**config.mk**
```make
export PLATFORM = sky130hd
export DESIGN_NAME = ipv4_dotted_quad_parser_top
export DESIGN_NICKNAME = d
export VERILOG_FILES = /design/src/rtl/core/ipv4dq_pkg.sv /design/src/rtl/core/ipv4_dotted_quad_parser_top.sv
export SDC_FILE = /design/constraint.sdc
export NUM_CORES = 1
export LEC_CHECK = 0
export ABC_AREA = 1
export BUFFER_PORTS_ARGS = -buffer_cell sky130_fd_sc_hd__buf_2
export CORE_ASPECT_RATIO = 1.25
export CORE_UTILIZATION = 50
export CTS_BUF_LIST = sky130_fd_sc_hd__clkbuf_8
export DETAILED_ROUTE_END_ITERATION = 10
export PLACE_DENSITY = 0.7
export RECOVER_POWER = 100
export SYNTH_ARGS = -nofsm -noshare
export SYNTH_HDL_FRONTEND = slang
export SYNTH_SLANG_ARGS = --single-unit
```
**constraint.sdc**
```tcl
create_clock -name clock -period 10.1 [get_ports clock]
set_input_delay 1.01 -clock clock [delete_from_list [all_inputs] [get_ports clock]]
set_output_delay 1.01 -clock clock [all_outputs]
set_load 0.02 [all_outputs]
```
**src/rtl/core/ipv4dq_pkg.sv**
```systemverilog
// Package with the beat types and character constants of the dotted-quad parser.
`timescale 1ns / 1ps
`default_nettype none

package ipv4dq_pkg;

   localparam logic [7:0] CHAR_DOT    = 8'h2E;
   localparam logic [7:0] CHAR_ZERO   = 8'h30;
   localparam logic [7:0] CHAR_NINE   = 8'h39;
   localparam logic [9:0] FIELD_MAX   = 10'd255;
   localparam logic [1:0] DIGITS_MAX  = 2'd3;
   localparam logic [2:0] DOTS_NEEDED = 3'd3;

   typedef struct packed {
      logic       char_present;
      logic [7:0] char_byte;
      logic       end_of_text;
   } req_type;

   typedef struct packed {
      logic        address_ok;
      logic [31:0] address_value;
      logic        mask_ok;
      logic [5:0]  prefix_bits;
   } rsp_type;

endpackage

`default_nettype wire

```
**src/rtl/core/ipv4_dotted_quad_parser_top.sv**
```systemverilog
// Top level of the strict dotted-decimal IPv4 parser with netmask check.
//
//   channel  | direction | handshake              | payload
//   req_     | in        | req_valid / req_ready  | ipv4dq_pkg::req_type
//   rsp_     | out       | rsp_valid / rsp_ready  | ipv4dq_pkg::rsp_type
//
// One character beat is taken every cycle unless an end beat is held in the input
// register by a full result slot; an end beat's result is registered as it leaves.
// The per-character step (multiply by ten, add, compare with 255) and the mask
// check on the end beat sit between the input register and the result register.
// Reset clears the parser state and both valid flags; the string restarts empty.
// A stalled result only holds back beats once an end beat is waiting behind it.
`timescale 1ns / 1ps
`default_nettype none

module ipv4_dotted_quad_parser_top (
   input  wire                 clock,
   input  wire                 reset,
   input  wire                 req_valid,
   output logic                req_ready,
   input  ipv4dq_pkg::req_type req_data,
   output logic                rsp_valid,
   input  wire                 rsp_ready,
   output ipv4dq_pkg::rsp_type rsp_data
);

   // Input register
   logic                in_valid_ff, in_valid_in;
   ipv4dq_pkg::req_type in_data_ff;

   // Parser state
   logic [9:0]  field_value_ff, field_value_in;
   logic [1:0]  digit_count_ff, digit_count_in;
   logic [2:0]  field_count_ff, field_count_in;
   logic [31:0] address_shift_ff, address_shift_in;
   logic        error_seen_ff, error_seen_in;
   logic        last_was_dot_ff, last_was_dot_in;
   logic        any_char_seen_ff, any_char_seen_in;

   // Result register
   logic                rsp_valid_ff, rsp_valid_in;
   ipv4dq_pkg::rsp_type rsp_data_ff, rsp_data_in;

   logic        advance;
   logic        is_digit;
   logic [9:0]  field_times_ten;
   logic        end_ok;
   logic [31:0] end_addr;
   logic [31:0] end_inv;
   logic [31:0] end_inv_inc;
   logic        end_contig;
   logic [5:0]  end_ones;

   // The stored beat moves on unless it is an end beat and the result slot is full.
   assign advance   = in_valid_ff &&
                      (!in_data_ff.end_of_text || !rsp_valid_ff || rsp_ready);
   assign req_ready = !in_valid_ff || advance;
   assign rsp_valid = rsp_valid_ff;
   assign rsp_data  = rsp_data_ff;

   assign in_valid_in = (req_valid && req_ready) || (in_valid_ff && !advance);

   assign is_digit = (in_data_ff.char_byte >= ipv4dq_pkg::CHAR_ZERO) &&
                     (in_data_ff.char_byte <= ipv4dq_pkg::CHAR_NINE);
   assign field_times_ten = {field_value_ff[6:0], 3'b000} + {field_value_ff[8:0], 1'b0};

   always_comb begin
      field_value_in   = field_value_ff;
      digit_count_in   = digit_count_ff;
      field_count_in   = field_count_ff;
      address_shift_in = address_shift_ff;
      error_seen_in    = error_seen_ff;
      last_was_dot_in  = last_was_dot_ff;
      any_char_seen_in = any_char_seen_ff;

      if (in_data_ff.char_present) begin
         any_char_seen_in = 1'b1;
         if (!error_seen_ff) begin
            if (in_data_ff.char_byte == ipv4dq_pkg::CHAR_DOT) begin
               if (digit_count_ff == 2'd0 || field_count_ff >= ipv4dq_pkg::DOTS_NEEDED ||
                   field_value_ff > ipv4dq_pkg::FIELD_MAX) begin
                  error_seen_in = 1'b1;
               end else begin
                  address_shift_in = {address_shift_ff[23:0], field_value_ff[7:0]};
                  field_count_in   = field_count_ff + 3'd1;
                  field_value_in   = '0;
                  digit_count_in   = '0;
                  last_was_dot_in  = 1'b1;
               end
            end else if (is_digit) begin
               if (digit_count_ff >= ipv4dq_pkg::DIGITS_MAX) begin
                  error_seen_in = 1'b1;
               end else begin
                  field_value_in  = field_times_ten +
                                    {6'd0, in_data_ff.char_byte[3:0]};
                  digit_count_in  = digit_count_ff + 2'd1;
                  last_was_dot_in = 1'b0;
               end
            end else begin
               error_seen_in = 1'b1;
            end
         end
      end

      // End-of-string evaluation on the state after this beat's character.
      end_ok = !error_seen_in && any_char_seen_in && !last_was_dot_in &&
               digit_count_in != 2'd0 && field_count_in == ipv4dq_pkg::DOTS_NEEDED &&
               field_value_in <= ipv4dq_pkg::FIELD_MAX;
      end_addr    = {address_shift_in[23:0], field_value_in[7:0]};
      end_inv     = ~end_addr;
      end_inv_inc = end_inv + 32'd1;
      end_contig  = (end_inv & end_inv_inc) == 32'd0;
      // With contiguous ones from the top the prefix is just the population count.
      end_ones    = 6'($countones(end_addr));

      rsp_data_in.address_ok    = end_ok;
      rsp_data_in.address_value = end_ok ? end_addr : 32'd0;
      rsp_data_in.mask_ok       = end_ok && end_contig && end_ones != 6'd0;
      rsp_data_in.prefix_bits   = rsp_data_in.mask_ok ? end_ones : 6'd0;

      if (in_data_ff.end_of_text) begin
         field_value_in   = '0;
         digit_count_in   = '0;
         field_count_in   = '0;
         address_shift_in = '0;
         error_seen_in    = 1'b0;
         last_was_dot_in  = 1'b0;
         any_char_seen_in = 1'b0;
      end
   end

   assign rsp_valid_in = (advance && in_data_ff.end_of_text) ||
                         (rsp_valid_ff && !rsp_ready);

   always_ff @(posedge clock) begin
      if (reset) begin
         in_valid_ff      <= 1'b0;
         rsp_valid_ff     <= 1'b0;
         field_value_ff   <= '0;
         digit_count_ff   <= '0;
         field_count_ff   <= '0;
         address_shift_ff <= '0;
         error_seen_ff    <= 1'b0;
         last_was_dot_ff  <= 1'b0;
         any_char_seen_ff <= 1'b0;
      end else begin
         in_valid_ff  <= in_valid_in;
         rsp_valid_ff <= rsp_valid_in;
         if (advance) begin
            field_value_ff   <= field_value_in;
            digit_count_ff   <= digit_count_in;
            field_count_ff   <= field_count_in;
            address_shift_ff <= address_shift_in;
            error_seen_ff    <= error_seen_in;
            last_was_dot_ff  <= last_was_dot_in;
            any_char_seen_ff <= any_char_seen_in;
         end
      end
   end

   always_ff @(posedge clock) begin
      if (req_valid && req_ready) begin
         in_data_ff <= req_data;
      end
      if (advance && in_data_ff.end_of_text) begin
         rsp_data_ff <= rsp_data_in;
      end
   end

   // A netmask is only ever reported for a valid address.
   assert property (@(posedge clock) disable iff (reset)
      rsp_valid_ff |-> (!rsp_data_ff.mask_ok || rsp_data_ff.address_ok))
      else $error("mask_ok raised for an invalid address");

   // An invalid string gives an all-zero result.
   assert property (@(posedge clock) disable iff (reset)
      (rsp_valid_ff && !rsp_data_ff.address_ok) |->
      (rsp_data_ff.address_value == 32'd0 && rsp_data_ff.prefix_bits == 6'd0))
      else $error("invalid string left non-zero result fields");

   // A reported mask has a prefix between one and thirty-two.
   assert property (@(posedge clock) disable iff (reset)
      (rsp_valid_ff && rsp_data_ff.mask_ok) |->
      (rsp_data_ff.prefix_bits != 6'd0 && rsp_data_ff.prefix_bits <= 6'd32))
      else $error("mask prefix out of range");

   // Once an end beat has moved on, the parser starts the next string empty.
   assert property (@(posedge clock) disable iff (reset)
      (advance && in_data_ff.end_of_text) |=>
      (field_count_ff == 3'd0 && digit_count_ff == 2'd0 && !error_seen_ff &&
       !any_char_seen_ff))
      else $error("parser state not cleared after end of string");

   // The field count never passes the number of separating dots.
   assert property (@(posedge clock) disable iff (reset)
      field_count_ff <= ipv4dq_pkg::DOTS_NEEDED)
      else $error("field count overran");

endmodule

`default_nettype wire

```
# ---- Word level (Yosys, flattened, before mapping)
# Cells that the tools add are included.
dict set report totals {
  ff_bits 94
  input_bits 14
  output_inout_bits 42
  wordCells 133
}
dict set report op_classes {
  addsub 36
  magnitude_cmp 6
  n_eq_ne 2
  mux 40
  bitwise_logic 2
  n_reduce_logical 31
}
# op n
set op_table {}
lappend op_table {{$mux 24} 5}
lappend op_table {{$mux 10} 7}
lappend op_table {{$add 1x1->2} 16}
lappend op_table {{$add 32x1->32 const B} 1}
lappend op_table {{$and 32x32->32} 1}
lappend op_table {{$logic_not 32->1} 1}
lappend op_table {{$not 32->32} 1}
lappend op_table {{$add 2x2->3} 8}
lappend op_table {{$add 3x3->4} 4}
lappend op_table {{$mux 1} 16}
lappend op_table {{$mux 3} 5}
lappend op_table {{$mux 2} 7}
lappend op_table {{$logic_and 1x1->1} 13}
lappend op_table {{$add 10x10->10} 1}
lappend op_table {{$add 10x4->10} 1}
lappend op_table {{$add 4x4->5} 2}
lappend op_table {{$gt 10x8->1 const B} 1}
lappend op_table {{$le 10x8->1 const B} 1}
lappend op_table {{$eq 8x6->1 const B} 1}
lappend op_table {{$ge 8x6->1 const B} 1}
lappend op_table {{$le 8x6->1 const B} 1}
lappend op_table {{$logic_not 1->1} 7}
lappend op_table {{$logic_or 1x1->1} 7}
lappend op_table {{$add 5x5->6} 1}
lappend op_table {{8 further kinds} 8}

# ---- Longest topological paths before layout
# Gate-level depths: netlist of the first run.
dict set report logic_depth {
  depth_word 15
  mapped_depth 37
  mapped_depth_nobuf 37
}

# ---- Worst setup path before layout of the first run
# No wires, ideal clock.
dict set report synth_timing {
  path_kind {flip-flop to flip-flop}
  start {reg in_data_ff[4] (netlist name)}
  end {reg rsp_data_ff (netlist bit rsp_data[0]), data pin}
  setup_ns 0.140
  t_arrival_ns 6.756
  t_required_ns 9.960
  path_slack_ns 3.204
  path_stages_with_launch 33
  path_buffers 0
  path_cell_list {edfxtp_1 > fa_1 > inv_1 > fa_1 > inv_1 > nor2_1 > nor2_1 > nor2_2 > fa_1 > fa_1 > fa_1 > inv_1 > fa_1 > inv_1 > fa_1 > inv_1 > fa_1 > ha_1 > inv_1 > fa_1 > o21ai_0 > xnor2_1 > nand2_1 > nor2_1 > nor2_1 > nand3_1 > nor2_1 > nand3_1 > nor2_1 > nand3_1 > nor2_1 > nand3_2 > nor2_1}
}
dict set report synth_via {
  elab_chain_len 14
}
# element line
set synth_lines {}
lappend synth_lines {{from (decl)} ipv4_dotted_quad_parser_top.sv:29} ;# ipv4dq_pkg::req_type in_data_ff;
lappend synth_lines {{from (signal assigned)} ipv4_dotted_quad_parser_top.sv:163} ;# in_data_ff <= req_data;
lappend synth_lines {{parallel branches: the longest is 14 deep, another holds $add 10x4->10} -}
lappend synth_lines {{to (signal assigned)} ipv4_dotted_quad_parser_top.sv:166} ;# rsp_data_ff <= rsp_data_in;
lappend synth_lines {{to (decl)} ipv4_dotted_quad_parser_top.sv:42} ;# ipv4dq_pkg::rsp_type rsp_data_ff, rsp_data_in;
# Several ways; the timed one is not identified.
# A chain may end at the register's enable or synchronous reset.

# ---- Worst setup path in the final report of the first run
dict set report layout_timing {
  start {reg field_count_ff[0]}
  end {reg rsp_data_ff (netlist bit rsp_data[4]), data pin}
}
dict set report layout_via {
  elab_chain_len 15
}
# element line
set layout_lines {}
lappend layout_lines {{from (decl)} ipv4_dotted_quad_parser_top.sv:34} ;# logic [2:0] field_count_ff, field_count_in;
lappend layout_lines {{from (signal assigned)} ipv4_dotted_quad_parser_top.sv:152} ;# field_count_ff <= field_count_in;
lappend layout_lines {{parallel branches: the longest is 15 deep, another holds $add 5x5->6} -}
# Several ways; the timed one is not identified.

==> flow_metrics.py, run 1 <==
metrics = {
    "synthesis": {
        "synth.top_cell.area_share_pct": 24.5,
        "synth_nets": 868,
        "avgSynthCellArea_um2": 7.63,
        "syn_area_um2": 6130,
        "ys_async_sr_fraction_pct": 0,
        "ys_ff_latch": 94,
        "yosys_warnings": 0,
        "ys_types": 37,
        "synth_ff_type": "edfxtp_1",
        "synth_top_area_cell": "edfxtp_1",
        "yosys-top-cells-area": "edfxtp_1, dfxtp_1, nand2_1",
        "ys_seq_area_share_pct": 38.9,
        "synth_edf_count": 50,
        "synth_cells": 803,
    },
    "timing": {
        "hold_viol": 0,
        "fin_crit_sh_pct": 78.5,
        "layout_min_cycle_time_ps": 7930,
        "setup_viol": 0,
        "layout_setup_ws_ps": 2170,
        "slew_headroom_pct": -72.8,
        "fin_skew_ps": 14.8,
        "fmax_mhz": 126,
        "final_max_slew_viol_count": 168,
        "tns_ps": 0,
        "worst_pin_slew_ps": 2580,
        "rsz0062_at_grt": "no",
    },
    "place": {
        "hpwlAfterDp_um": 11400,
        "routabilityCongestion": 0.923,
        "place_inst": 999,
        "dpl_cell_area_um2": 6510,
        "numPortBuffers": 55,
        "pre_cts_ws_ps": 2480,
    },
    "worst_setup_path": {
        "worstPathMaxFanout": 51,
        "worstPathArrival_ps": 8160,
        "r2r-start": "field_count_ff[0]",
        "end_kind": "flop",
        "regToRegEndpoint": "rsp_data[4]",
        "worstSetupStartpointType": "flop",
        "slowest_delay_ps": 560,
        "slowest_stage": "o21ai_0",
        "path_class": "flop to flop",
        "cp.required_ps": 10330,
        "worst-r2r-cell-count": 33,
        "rrSetupSlack_ps": 2170,
    },
    "clock_tree": {
        "cts_buffer_depth": 2,
        "insertion_delay_ps": 380,
        "cts_hold_buf": 0,
        "htree_levels": 3,
        "clkSinkCount": 94,
        "ctsRootBufferMaster": "clkbuf_8",
        "cts_tree": "built",
        "cts_resized": 0,
        "postCtsSetupRepairBufs": 0,
        "clk_pin_slew_ps": 100,
        "cts_buffers": 9,
    },
    "global_routing": {
        "grt_pass1_wl_um": 24000,
        "track_usage_pct": 24.8,
        "grt_overflow": 0,
        "antenna_found_initial": 0,
        "grt_max_degree": 52,
        "grt_pass1_vias": 5070,
    },
    "route": {
        "routed_wl_um": 14900,
        "drtPass1Iterations": 5,
        "wl_per_cell_um": 14.7,
        "route.vias.total": 5307,
        "highest_layer": "met4",
        "drc": 0,
        "drt-met1-wl_um": 5910,
        "ant_nets": 0,
        "first_iter_violations": 310,
        "met2_length_um": 7500,
        "wl_met3_um": 690,
        "routed_via_density": 5.23,
    },
    "min_path": {
        "min_path_cells": 2,
        "hold_path_end": "any_char_seen_ff",
        "holdCritPathClass": "flop to flop",
        "hp-start": "any_char_seen_ff",
    },
    "cells_and_area": {
        "fillers": 1180,
        "final_common_cell": "nand2_1",
        "diodes": 0,
        "fin_nets": 914,
        "final_cells": 1015,
        "areaGrowthSynthToFinish_pct": 7.59,
        "final_cell_mix": "nand2_1, inv_1, nor2_1",
        "final_area_um2": 6600,
        "drive_gt1_share_pct": 7.38,
    },
    "power_and_ir_drop": {
        "power_leakage_nw": 2.98,
        "p_per_area_nw_per_um2": 105,
        "p_sw_uw": 178,
        "swShare_pct": 25.8,
        "power.clock.fraction_pct": 34.2,
        "p_int_uw": 513,
        "total_power_uw": 691,
        "pwr-share-seq_pct": 58.9,
        "ir_drop_v": 0.0000726,
        "combPwrFrac_pct": 6.8,
    },
    "floorplan": {
        "ios": 56,
        "fp.dieH_um": 126,
        "core-area_um2": 11800,
        "rows": 44,
        "dieArea_um2": 12700,
        "die_w_um": 101,
        "start_util_pct": 52.0,
    },
    "status": {
        "violations": "max-capacitance violations, max-slew violations",
        "status": "finished, violations left",
    },
    "flow_run": {
        "drv_cap": 4,
    },
}
logic make-up after synthesis:
group                    synth area share [%]
adder cells (fa/ha/maj)                  13.6
flip-flops                               38.9
AND/OR/NAND/NOR                          27.9
AO/OA/AOI/OAI                            8.65
buffers and inverters                    10.1
XOR/XNOR                                0.857
Yosys cell counts, drive strengths merged, types with 2 or more instances:
master	count
inv	130
nand3	39
nand4	14
nor2	104
buf	8
clkbuf	15
o21ai	40
nor3	5
xor2	5
fa	26
dfxtp	44
a21boi	2
a21oi	55
nor4	3
or2	3
ha	25
nand3b	4
edfxtp	50
nand2	226
registers in the layout, summed over array words and instances, names as in the netlist:
name	flops
digit_count_ff	2
any_char_seen_ff	1
rsp_data	40
in_valid_ff	1
field_count_ff	3
in_data_ff	10
field_value_ff	10
address_shift_ff	24
error_seen_ff	1
rsp_valid	1
last_was_dot_ff	1
worst max-delay path by stage:
| stage | startpoint | endpoint | slack [ps] | depth (start not counted) |
|---|---|---|---|---|
| final | field_count_ff[0] | rsp_data[4] | 2170 | 33 |
| after CTS | field_count_ff[0] | rsp_data[4] | 2460 | 33 |
| after global placement | in_data_ff[4] | rsp_data[5] | 2680 | 35 |
| after global routing | field_count_ff[0] | rsp_data[1] | 1570 | 33 |
| after floorplan | in_data_ff[4] | rsp_data[0] | 3200 | 32 |
| after detailed placement | field_count_ff[0] | rsp_data[4] | 2480 | 33 |
metal layers:
metal  global-route usage [%]  up-vias
li1                         -     2624
met1                     28.4     2481
met2                     42.2      157
met3                     4.16       45
met4                     16.0        0
met5                        0        -
critical path, delay by kind of cell, from the launching register on:
kind / cells / cell delay [ps]
AO/OA/AOI/OAI: 2 / 780
adder cells (fa/ha/maj): 10 / 3980
AND/OR/NAND/NOR: 15 / 2130
XOR/XNOR: 1 / 120
buffers and inverters: 5 / 390
flip-flops: 1 / 360
layout make-up:
type,count,area (um2),share of cell area [%]
clock inverter,6,36.3,0.550
multi-input combinational,555,3110,47.2
inverter,131,492,7.45
clock buffer,10,138,2.09
timing repair buffer,58,236,3.58
sequential,94,2380,36.1
tap,161,201,3.05
power groups by stage:
| stage | Sequential, mW | Clock (mW) | Combinational [mW] |
|---|---|---|---|
| floorplan | 0.417 | 0 | 0.0318 |
| global placement | 0.416 | 0 | 0.0474 |
| detailed placement | 0.416 | 0 | 0.0482 |
| CTS | 0.407 | 0.241 | 0.0483 |
| global route | 0.408 | 0.256 | 0.0520 |
| finish | 0.407 | 0.236 | 0.0472 |
through the flow:
stage / hold WS, ps / util, %
after floorplan: 427 / -
after global placement: 437 / 55.2
after detailed placement: 451 / 55.2
after CTS: 466 / 56.7
after global routing: 493 / 56.0
final: 463 / 56.0
(Power assumes the default switching activity.)
==> run 2: changes to the inputs <==
--- a/config.mk
+++ b/config.mk
@@ -5,13 +5,13 @@
 export SDC_FILE = /design/constraint.sdc
 export NUM_CORES = 1
 export LEC_CHECK = 0
-export ABC_AREA = 1
+export ABC_AREA = 0
 export BUFFER_PORTS_ARGS = -buffer_cell sky130_fd_sc_hd__buf_2
 export CORE_ASPECT_RATIO = 1.25
 export CORE_UTILIZATION = 50
 export CTS_BUF_LIST = sky130_fd_sc_hd__clkbuf_8
 export DETAILED_ROUTE_END_ITERATION = 10
-export PLACE_DENSITY = 0.7
+export PLACE_DENSITY = 0.73
 export RECOVER_POWER = 100
 export SYNTH_ARGS = -nofsm -noshare
 export SYNTH_HDL_FRONTEND = slang
==> constraint.sdc (replaced) <==
create_clock -name clock -period 7.07 [get_ports clock]
set_input_delay 0.707 -clock clock [delete_from_list [all_inputs] [get_ports clock]]
set_output_delay 0.707 -clock clock [all_outputs]
set_load 0.02 [all_outputs]
==> run 2 against run 1 <==
Compared with the run above: register-to-register slack worse by 3000 ps; count of clock-buffer cells in the layout is 1 lower; wire length is 17% higher; largest cell class unchanged; clock power is 57% higher; sequential cell count stayed put; die area is 2.0% lower; largest power group unchanged; worst setup slack worse by 3000 ps; the run ends with max-capacitance violations, max-slew violations, negative setup slack left; first-iteration DRC count is 110% higher; sequential power is 43% higher; utilization is 7.4 points higher; via count is 5.7% higher; power is 47% higher.
==> flow_metrics.py, run 2 <==
metrics = {
    "worst_setup_path": {
        "slowest_delay_ps": 550,
        "cpMostUsedCell": "fa_1",
        "r2r-start": "in_data_ff[4]",
        "worstPathArrival_ps": 8100,
        "path_class": "flop to flop",
        "regToRegEndpoint": "rsp_data[0]",
        "worstPathMaxFanout": 7,
        "rrSetupSlack_ps": -820,
        "worst-r2r-cell-count": 27,
        "cp.required_ps": 7280,
        "worstSetupStartpointType": "flop",
        "end_kind": "flop",
        "slowest_stage": "fa_1",
    },
    "min_path": {
        "min_path_cells": 1,
        "hp-start": "req_data[0]",
        "hold_path_end": "in_data_ff[0]",
        "holdCritPathClass": "input pin to flop",
    },
    "synthesis": {
        "ys_seq_area_share_pct": 39.7,
        "synthXorXnorAreaFrac_pct": 1.17,
        "ys_top_cells_by_count": "nor2_1, inv_1, edfxtp_1",
        "syn_area_um2": 6000,
        "synth_edf_count": 50,
        "ys_types": 66,
        "synth_top_family_by_area": "simple AND/OR/NAND/NOR gates",
        "yosys-top-cells-area": "edfxtp_1, dfxtp_1, fa_1",
        "avgSynthCellArea_um2": 9.20,
        "ys_ff_latch": 94,
        "synth_ff_type": "edfxtp_1",
        "yosys_warnings": 0,
        "yosys.area_share.simple_pct": 20.2,
        "synth.top_cell.area_share_pct": 25.0,
        "yosys.cell_count.top_type": "nor2_1",
        "synth_nets": 718,
        "synthMuxAreaShare_pct": 3.19,
        "synth_cells": 653,
        "synthAdderAreaFrac_pct": 13.9,
        "synth_top_area_cell": "edfxtp_1",
        "synth-compound-area-share_pct": 15.9,
        "ys_async_sr_fraction_pct": 0,
    },
    "global_routing": {
        "use_met2_pct": 47.9,
        "antenna_found_initial": 0,
        "busiest_layer": "met2",
        "track_usage_pct": 29.0,
        "use_met1_pct": 36.8,
        "grt_max_degree": 45,
        "grt_use_met3_pct": 4.49,
        "grt_pass1_wl_um": 27900,
        "grt_pass1_vias": 5549,
        "grt_overflow": 0,
    },
    "timing": {
        "fmax_mhz": 127,
        "layout_setup_ws_ps": -820,
        "worst_pin_slew_ps": 2130,
        "final_max_slew_viol_count": 90,
        "hold_viol": 0,
        "slew_headroom_pct": -41.9,
        "fin_crit_sh_pct": 112,
        "layout_min_cycle_time_ps": 7890,
        "rsz0062_at_grt": "yes",
        "setup_viol": 7,
        "holdWs_ps": 486,
        "fin_skew_ps": 12.6,
    },
    "clock_tree": {
        "clkSinkCount": 94,
        "cts_buffer_depth": 2,
        "clk_pin_slew_ps": 110,
        "insertion_delay_ps": 390,
        "cts_tree": "built",
        "htree_levels": 3,
        "cts_hold_buf": 0,
        "cts_buffers": 9,
        "ctsRootBufferMaster": "clkbuf_8",
    },
    "cells_and_area": {
        "final_cell_mix": "nor2_1, buf_4, inv_1",
        "final_area_um2": 7400,
        "drive_gt1_share_pct": 21.1,
        "final_common_cell": "nor2_1",
        "areaGrowthSynthToFinish_pct": 23.2,
        "fillers": 1028,
        "largest_register_ff_count": 40,
        "fin_nets": 866,
        "diodes": 0,
    },
    "floorplan": {
        "core-area_um2": 11700,
        "start_util_pct": 51.4,
        "fp.dieH_um": 125,
        "ios": 56,
        "die_w_um": 100,
        "rows": 44,
        "dieArea_um2": 12500,
    },
    "route": {
        "wl_per_cell_um": 18.0,
        "route.vias.total": 5609,
        "drc": 0,
        "routed_via_density": 5.80,
        "drtPass1Iterations": 6,
        "first_iter_violations": 654,
        "routed_wl_um": 17400,
        "ant_nets": 0,
    },
    "power_and_ir_drop": {
        "power_leakage_nw": 3.21,
        "ir_drop_v": 0.000113,
        "total_power_mw": 1.02,
        "p_per_area_nw_per_um2": 137,
    },
    "place": {
        "routabilityCongestion": 0.921,
        "dpl_cell_area_um2": 7160,
        "numPortBuffers": 55,
        "hpwlAfterDp_um": 12800,
    },
    "status": {
        "violations": "max-capacitance violations, max-slew violations, negative setup slack",
        "status": "finished, violations left",
    },
    "flow_run": {
        "drv_cap": 2,
    },
}
[run 2: changes by cell type after synthesis, moves of 9 or more]
cell,before,now
a21oi_1,54,31
a22oi_1,0,24
a31oi_1,0,12
inv_1,123,58
mux2i_1,0,18
nand2_1,217,47
nand2_2,9,0
nand3_1,35,14
nand4_1,14,4
nor2_1,95,115
nor3_1,4,17
nor4_1,3,15
o21ai_1,17,1
o31ai_1,0,9
[run 2: worst max path at each step]
stage | start | endpoint | slack [ps] | depth (start not counted)
after floorplan | field_count_ff[0] | rsp_data[0] | -390 | 30
after global placement | in_data_ff[4] | rsp_data[1] | -660 | 27
after detailed placement | in_data_ff[4] | rsp_data[0] | -960 | 27
after CTS | in_data_ff[4] | rsp_data[1] | -760 | 27
after global routing | in_data_ff[4] | rsp_data[0] | -1090 | 27
final | in_data_ff[4] | rsp_data[0] | -820 | 27
[run 2: power breakdown]
| group | internal [mW] | leakage, nW | switching [mW] | total, mW |
|---|---|---|---|---|
| Clock | 0.140 | 0.101 | 0.231 | 0.371 |
| Combinational | 0.0204 | 2.20 | 0.0414 | 0.0618 |
| Sequential | 0.578 | 0.901 | 0.00352 | 0.582 |
[run 2: layer usage]
| layer | vias up | wire, um | share of wire, % |
|---|---|---|---|
| met2 | 271 | 8390 | 48 |
| met1 | 2665 | 7200 | 41 |
| met4 | 0 | 687 | 3.9 |
| met3 | 62 | 1130 | 6.5 |
| li1 | 2611 | - | - |
| met5 | - | 0 | 0 |
[run 2: worst max-delay path, delay by kind of cell (launching register included)]
| family | cells | cell delay (ps) |
|---|---|---|
| compound gates | 6 | 850 |
| simple gates | 6 | 1630 |
| fa+ha+maj | 10 | 4560 |
| flops | 1 | 430 |
| buf+inv | 5 | 240 |
[run 2: kinds of logic (layout without fill, tap and decap cells)]
group                    after synthesis  in the layout
XOR/XNOR                               8              8
AO/OA/AOI/OAI                        139            139
adder cells (fa/ha/maj)               51             51
AND/OR/NAND/NOR                      254            254
flip-flops                            94             94
buffers and inverters                 88            241
multiplexers                          19             19
[run 2: final cells by class]
cell class	count	area, um2	area share (%)
Timing Repair Buffer	167	1040	14.0
Multi-Input combinational cell	471	3360	45.4
Tap cell	161	201	2.72
Inverter	58	218	2.94
Sequential cell	94	2380	32.2
Clock inverter	7	73.8	0.998
Clock buffer	9	124	1.67
[run 2: metrics by stage]
stage / instances / utilization (%) / worst slack [ps] / setup TNS, ps
after floorplan: 653 / - / -395 / -2230
after CTS: 963 / 63.6 / -757 / -4970
final: 967 / 63.4 / -820 / -5390
after detailed placement: 943 / 61.4 / -957 / -6050
after global placement: 943 / 61.4 / -661 / -4130
after global routing: 967 / 63.4 / -1090 / -7440
[run 2: timing repair]
action / 4_1_cts / 5_1_grt
gates resized for setup: 10 / 7
pin swaps: 3 / 3
setup endpoints to repair: 7 / 7
buffers inserted: 4 / 4
